File: config.mk
export PLATFORM = sky130hd
export DESIGN_NAME = rsbb_ctrl
export DESIGN_NICKNAME = d
export VERILOG_FILES = /design/src/hw/rtl/rsbb_pkg.sv /design/src/hw/rtl/rsbb_ctrl.sv
export SDC_FILE = /design/constraint.sdc
export NUM_CORES = 1
export LEC_CHECK = 0
export BUFFER_PORTS_ARGS = -buffer_cell sky130_fd_sc_hd__buf_2
export CAP_MARGIN = 20
export CORE_AREA = 2 2 39 41
export DETAILED_ROUTE_END_ITERATION = 10
export DIE_AREA = 0 0 41 43
export PLACE_DENSITY = 0.53
export SETUP_SLACK_MARGIN = 0.15
export SYNTH_ARGS = -nofsm -noshare
export SYNTH_HDL_FRONTEND = slang
export SYNTH_SLANG_ARGS = --single-unit
File: constraint.sdc
create_clock -name clock -period 1.2 [get_ports clock]
set_input_delay 0.12 -clock clock [delete_from_list [all_inputs] [get_ports clock]]
set_output_delay 0.12 -clock clock [all_outputs]
set_load 0.02 [all_outputs]
File: src/hw/rtl/rsbb_pkg.sv
package rsbb_pkg;

   localparam int COORD_BITS_DEF      = 18;
   localparam int SINE_TABLE_BITS_DEF = 10;

   localparam int SIZE_BITS  = 12;
   localparam int PIVOT_BITS = 16;
   localparam int SCALE_BITS = 16;
   localparam int ANGLE_BITS = 16;
   localparam int POS_BITS   = 17;

   localparam int PIVOT_FRAC = 14;
   localparam int PROD_FRAC  = 23;

   localparam longint unsigned HALF_PI_Q30 = 64'd1686629713;
   localparam longint unsigned ONE_Q30     = 64'd1073741824;

   typedef enum logic [3:0] {
      ST_IDLE,
      ST_PIVX,
      ST_PIVY,
      ST_SCLX,
      ST_SCLY,
      ST_RX0,
      ST_RX1,
      ST_RY0,
      ST_RY1,
      ST_CRN0,
      ST_CRN1,
      ST_CRN2,
      ST_CRN3,
      ST_MERGE
   } state_type;

   typedef enum logic [3:0] {
      OP_NONE,
      OP_PIVX,
      OP_PIVY,
      OP_SCLX,
      OP_SCLY,
      OP_RX0,
      OP_RX1,
      OP_RY0,
      OP_RY1,
      OP_CRN,
      OP_MERGE
   } op_type;

   typedef struct packed {
      logic       load;
      op_type     op;
      logic [1:0] corner;
   } cmd_type;

   typedef struct packed {
      logic out_busy;
   } status_type;

   // sin(pi/2 * m / 2^(tb-2)) in q15, taylor series in q30
   function automatic logic [15:0] quarter_sine(input int unsigned m, input int unsigned tb);
      longint unsigned theta;
      longint unsigned th2;
      longint unsigned term;
      longint unsigned pos;
      longint unsigned neg;
      longint unsigned r;
      int unsigned     k;
      theta = (HALF_PI_Q30 * longint'(m)) >> (tb - 2);
      th2   = (theta * theta) >> 30;
      term  = theta;
      pos   = theta;
      neg   = 64'd0;
      for (k = 1; k <= 5; k++) begin
         term = (term * th2) >> 30;
         unique case (k)
            1: term = term / 64'd6;
            2: term = term / 64'd20;
            3: term = term / 64'd42;
            4: term = term / 64'd72;
            default: term = term / 64'd110;
         endcase
         if (k % 2 == 1) begin
            neg = neg + term;
         end else begin
            pos = pos + term;
         end
      end
      r = (pos > neg) ? pos - neg : 64'd0;
      if (r > ONE_Q30) begin
         r = ONE_Q30;
      end
      return 16'((r + 64'd16384) >> 15);
   endfunction

endpackage

File: src/hw/rtl/rsbb_ctrl.sv
module rsbb_ctrl (
   input  logic                   clock,
   input  logic                   reset,
   input  logic                   req_valid,
   output logic                   req_ready,
   input  rsbb_pkg::status_type   status,
   output rsbb_pkg::cmd_type      cmd
);
   import rsbb_pkg::*;

   state_type state_ff;
   state_type state_in;

   always_ff @(posedge clock) begin
      if (reset) begin
         state_ff <= ST_IDLE;
      end else begin
         state_ff <= state_in;
      end
   end

   always_comb begin
      state_in   = state_ff;
      req_ready  = 1'b0;
      cmd.load   = 1'b0;
      cmd.op     = OP_NONE;
      cmd.corner = 2'd0;
      unique case (state_ff)
         ST_IDLE: begin
            // nothing is taken while reset is held
            req_ready = !reset;
            if (req_valid && !reset) begin
               cmd.load = 1'b1;
               state_in = ST_PIVX;
            end
         end
         ST_PIVX: begin
            cmd.op   = OP_PIVX;
            state_in = ST_PIVY;
         end
         ST_PIVY: begin
            cmd.op   = OP_PIVY;
            state_in = ST_SCLX;
         end
         ST_SCLX: begin
            cmd.op   = OP_SCLX;
            state_in = ST_SCLY;
         end
         ST_SCLY: begin
            cmd.op   = OP_SCLY;
            state_in = ST_RX0;
         end
         ST_RX0: begin
            cmd.op   = OP_RX0;
            state_in = ST_RX1;
         end
         ST_RX1: begin
            cmd.op   = OP_RX1;
            state_in = ST_RY0;
         end
         ST_RY0: begin
            cmd.op   = OP_RY0;
            state_in = ST_RY1;
         end
         ST_RY1: begin
            cmd.op   = OP_RY1;
            state_in = ST_CRN0;
         end
         ST_CRN0: begin
            cmd.op     = OP_CRN;
            cmd.corner = 2'd0;
            state_in   = ST_CRN1;
         end
         ST_CRN1: begin
            cmd.op     = OP_CRN;
            cmd.corner = 2'd1;
            state_in   = ST_CRN2;
         end
         ST_CRN2: begin
            cmd.op     = OP_CRN;
            cmd.corner = 2'd2;
            state_in   = ST_CRN3;
         end
         ST_CRN3: begin
            cmd.op     = OP_CRN;
            cmd.corner = 2'd3;
            state_in   = ST_MERGE;
         end
         ST_MERGE: begin
            // wait until the output register can take the word
            if (!status.out_busy) begin
               cmd.op   = OP_MERGE;
               state_in = ST_IDLE;
            end
         end
         default: begin
            state_in = ST_IDLE;
         end
      endcase
   end

endmodule

==> impl_metrics.json <==
{
  "grtUsageTotal_pct": 12.5,
  "rsz0062_at_grt": "yes",
  "rows": 14,
  "swShare_pct": 30.7,
  "max_stage_delay_ps": 560,
  "drv_cap": 0,
  "p_switching_mw": 0.163,
  "ir_drop_v": 0.000333,
  "cts_tree": "yes",
  "cts_buffers": 3,
  "clk_path_buf_depth": 2,
  "max_slew.worst_pin.slew_ps": 261,
  "cts-htree-levels": 1,
  "syn_to_final_growth_pct": 94.2,
  "setup.worst_path.start": "state_ff[0]",
  "hold_ws_ps": 179,
  "ant_nets": 0,
  "violations": "setup timing",
  "antenna_found_initial": 0,
  "critPathLaunchType": "flop",
  "drive_gt1_share_pct": 63.8,
  "ios": 12,
  "n_fill_cell": 137,
  "crit_chain": "or4_4 > nor3b_4 > buf_6",
  "final_common_cell": "buf_6",
  "fin_util_pct": 48.3,
  "avgViaCountPerCell": 4.94,
  "dr.pass1.iters": 4,
  "synth_area_leaders": "dfxtp_1 23%, nand2_1 7.6%, nor2b_1 7.3%",
  "regMostFlops": "state_ff",
  "p_leak_nw": 0.258,
  "die_area_sq_um": 1760,
  "critPathKind": "reg -> out",
  "cp_num_buf_inv": 1,
  "grt_overflow": 0,
  "layout_common_cells": "14 x buf_6, 7 x nand2_1, 5 x buf_2, 4 x buf_4",
  "synth_top_area_share_pct": 23.3,
  "fin_crit_sh_pct": 129,
  "synthDistinctLibCells": 26,
  "place.gp.congestion": 0.673,
  "yosysTopAreaCell": "dfxtp_1",
  "layout.nets": 75,
  "via_count": 420,
  "grt_pass1_vias": 371,
  "slew_viol_final": 0,
  "clock_latency_ps": 230,
  "reg.largest.list": "state_ff x4",
  "placeableCoreArea_sq_um": 1380,
  "drt_iter0_markers": 3,
  "status": "finished, violations left",
  "synthCells": 47,
  "arrival_ps": 1430,
  "worstPathRequired_ps": 1080,
  "powerDensity_nw_per_um2": 795,
  "power_frac_comb_pct": 40.4,
  "fin_ws_ps": -351,
  "period_needed_ps": 1550,
  "synth_warnings": 0,
  "port_buffers": 11,
  "cp_max_fo": 3,
  "cts-root-buf": "clkbuf_4",
  "clock-sinks": 4,
  "clkTransAtPathRegs_ps": 40,
  "fmax_ghz": 0.645,
  "syn_area_per_cell_sq_um": 7.32,
  "grt_max_degree": 15,
  "clockPowerShare_pct": 31.9,
  "drc_errors": 0,
  "crit_slowest_cell": "or4_4",
  "die_w_microns": 41,
  "ys_seq_area_share_pct": 23.3,
  "dpl.hpwl_microns": 664,
  "synth.cell_area_sq_um": 344,
  "largest_register_ffs": 4,
  "hold_viol": 0,
  "path_delay_family": "simple AND/OR/NAND/NOR gates",
  "wl_per_cell_microns": 12.0,
  "synth_seq_cells": 4,
  "maxSlewHeadroom_pct": 82.4,
  "endpoint_kind": "output pin",
  "hold_path.class": "in -> reg",
  "reg2reg_from": "state_ff[0]",
  "n_antenna_cell": 0,
  "grt_first_pass_wirelength_microns": 1530,
  "synth_nets": 51,
  "hp-start": "reset",
  "initial_core_util_pct": 24.9,
  "clock-skew-final_ps": 2.14,
  "finalSetupTns_ps": -2050,
  "p_int_mw": 0.368,
  "routed_wl_microns": 1020,
  "fp.dieH_microns": 43,
  "setup_viol": 9,
  "sequentialPowerShare_pct": 27.6
}
power by group through the flow:
stage | sequential, mW | clock [mW] | combinational (mW)
2_1_floorplan | 0.149 | 0 | 0.107
3_3_place_gp | 0.147 | 0 | 0.147
3_5_place_dp | 0.148 | 0 | 0.151
4_1_cts | 0.147 | 0.176 | 0.200
5_1_grt | 0.148 | 0.185 | 0.229
6_report | 0.147 | 0.170 | 0.215
worst reg2reg max path, delay by kind of cell, from the launching register on:
| family | cells | cell delay, ps |
|---|---|---|
| buffers and inverters | 5 | 590 |
| AOI/OAI and AO/OA | 1 | 270 |
| DFF | 1 | 310 |
final timing paths:
kind	endpoint	slack, ps	cells past startpoint
min	state_ff[1]	180	2
min reg2reg	state_ff[3]	670	3
max reg2reg	state_ff[2]	-80	6
max	cmd[6]	-350	3
cell families (layout without fill, tap and decap cells):
kind of cell	count (synthesis)	in the layout	synth area share, %
and+or+nand+nor	23	23	38.2
DFF	4	4	23.3
AOI/OAI and AO/OA	14	14	27.6
buffers and inverters	5	27	8.36
xor gates and xnor gates	1	1	2.55
final cells by class:
| class | count | area, sq um | share of cell area [%] |
|---|---|---|---|
| inverter | 1 | 3.75 | 0.562 |
| sequential | 4 | 83.8 | 12.5 |
| multi-input combinational | 38 | 325 | 48.7 |
| timing repair buffer | 23 | 213 | 31.8 |
| clock buffer | 3 | 22.5 | 3.37 |
| tap | 16 | 20.0 | 3.00 |
through the flow:
stage | std cells | area [sq um] | setup WS (ps) | power [mW]
4_1_cts | 84 | 638 | -367 | 0.523
2_1_floorplan | 47 | 404 | -66.4 | 0.255
3_3_place_gp | 77 | 497 | -112 | 0.295
3_5_place_dp | 77 | 497 | -134 | 0.299
6_report | 85 | 668 | -351 | 0.531
5_1_grt | 85 | 668 | -391 | 0.562
timing repair:
item | 4_1_cts | 5_1_grt
hold buffers | 0 | 0
buffers inserted | 4 | 1
endpoints found under the setup margin | 11 | 12
gates resized for setup | 27 | 4
pin swaps | 5 | 3
per-layer routing:
layer	up-vias	share of wire (%)	track usage (%)	routed length, microns
met5	-	0	0	0
met4	0	0	6.00	0
met3	0	3.0	1.57	30
met2	10	54	19.4	546
met1	196	43	16.3	439
li1	214	-	-	-
cell usage after synthesis (all sizes together):
master	n
a22o	1
buf	4
a21oi	3
inv	1
nand3	2
nand2	7
a2111oi	1
o22ai	1
nor2b	4
or4	1
nor2	3
nor3b	2
a21boi	1
and2	1
nand2b	1
a31oi	1
o41ai	1
or3b	1
dfxtp	4
o21ai	4
o211ai	1
xnor2	1
nand4	1
Note: power is estimated with default switching activity, not from simulation.
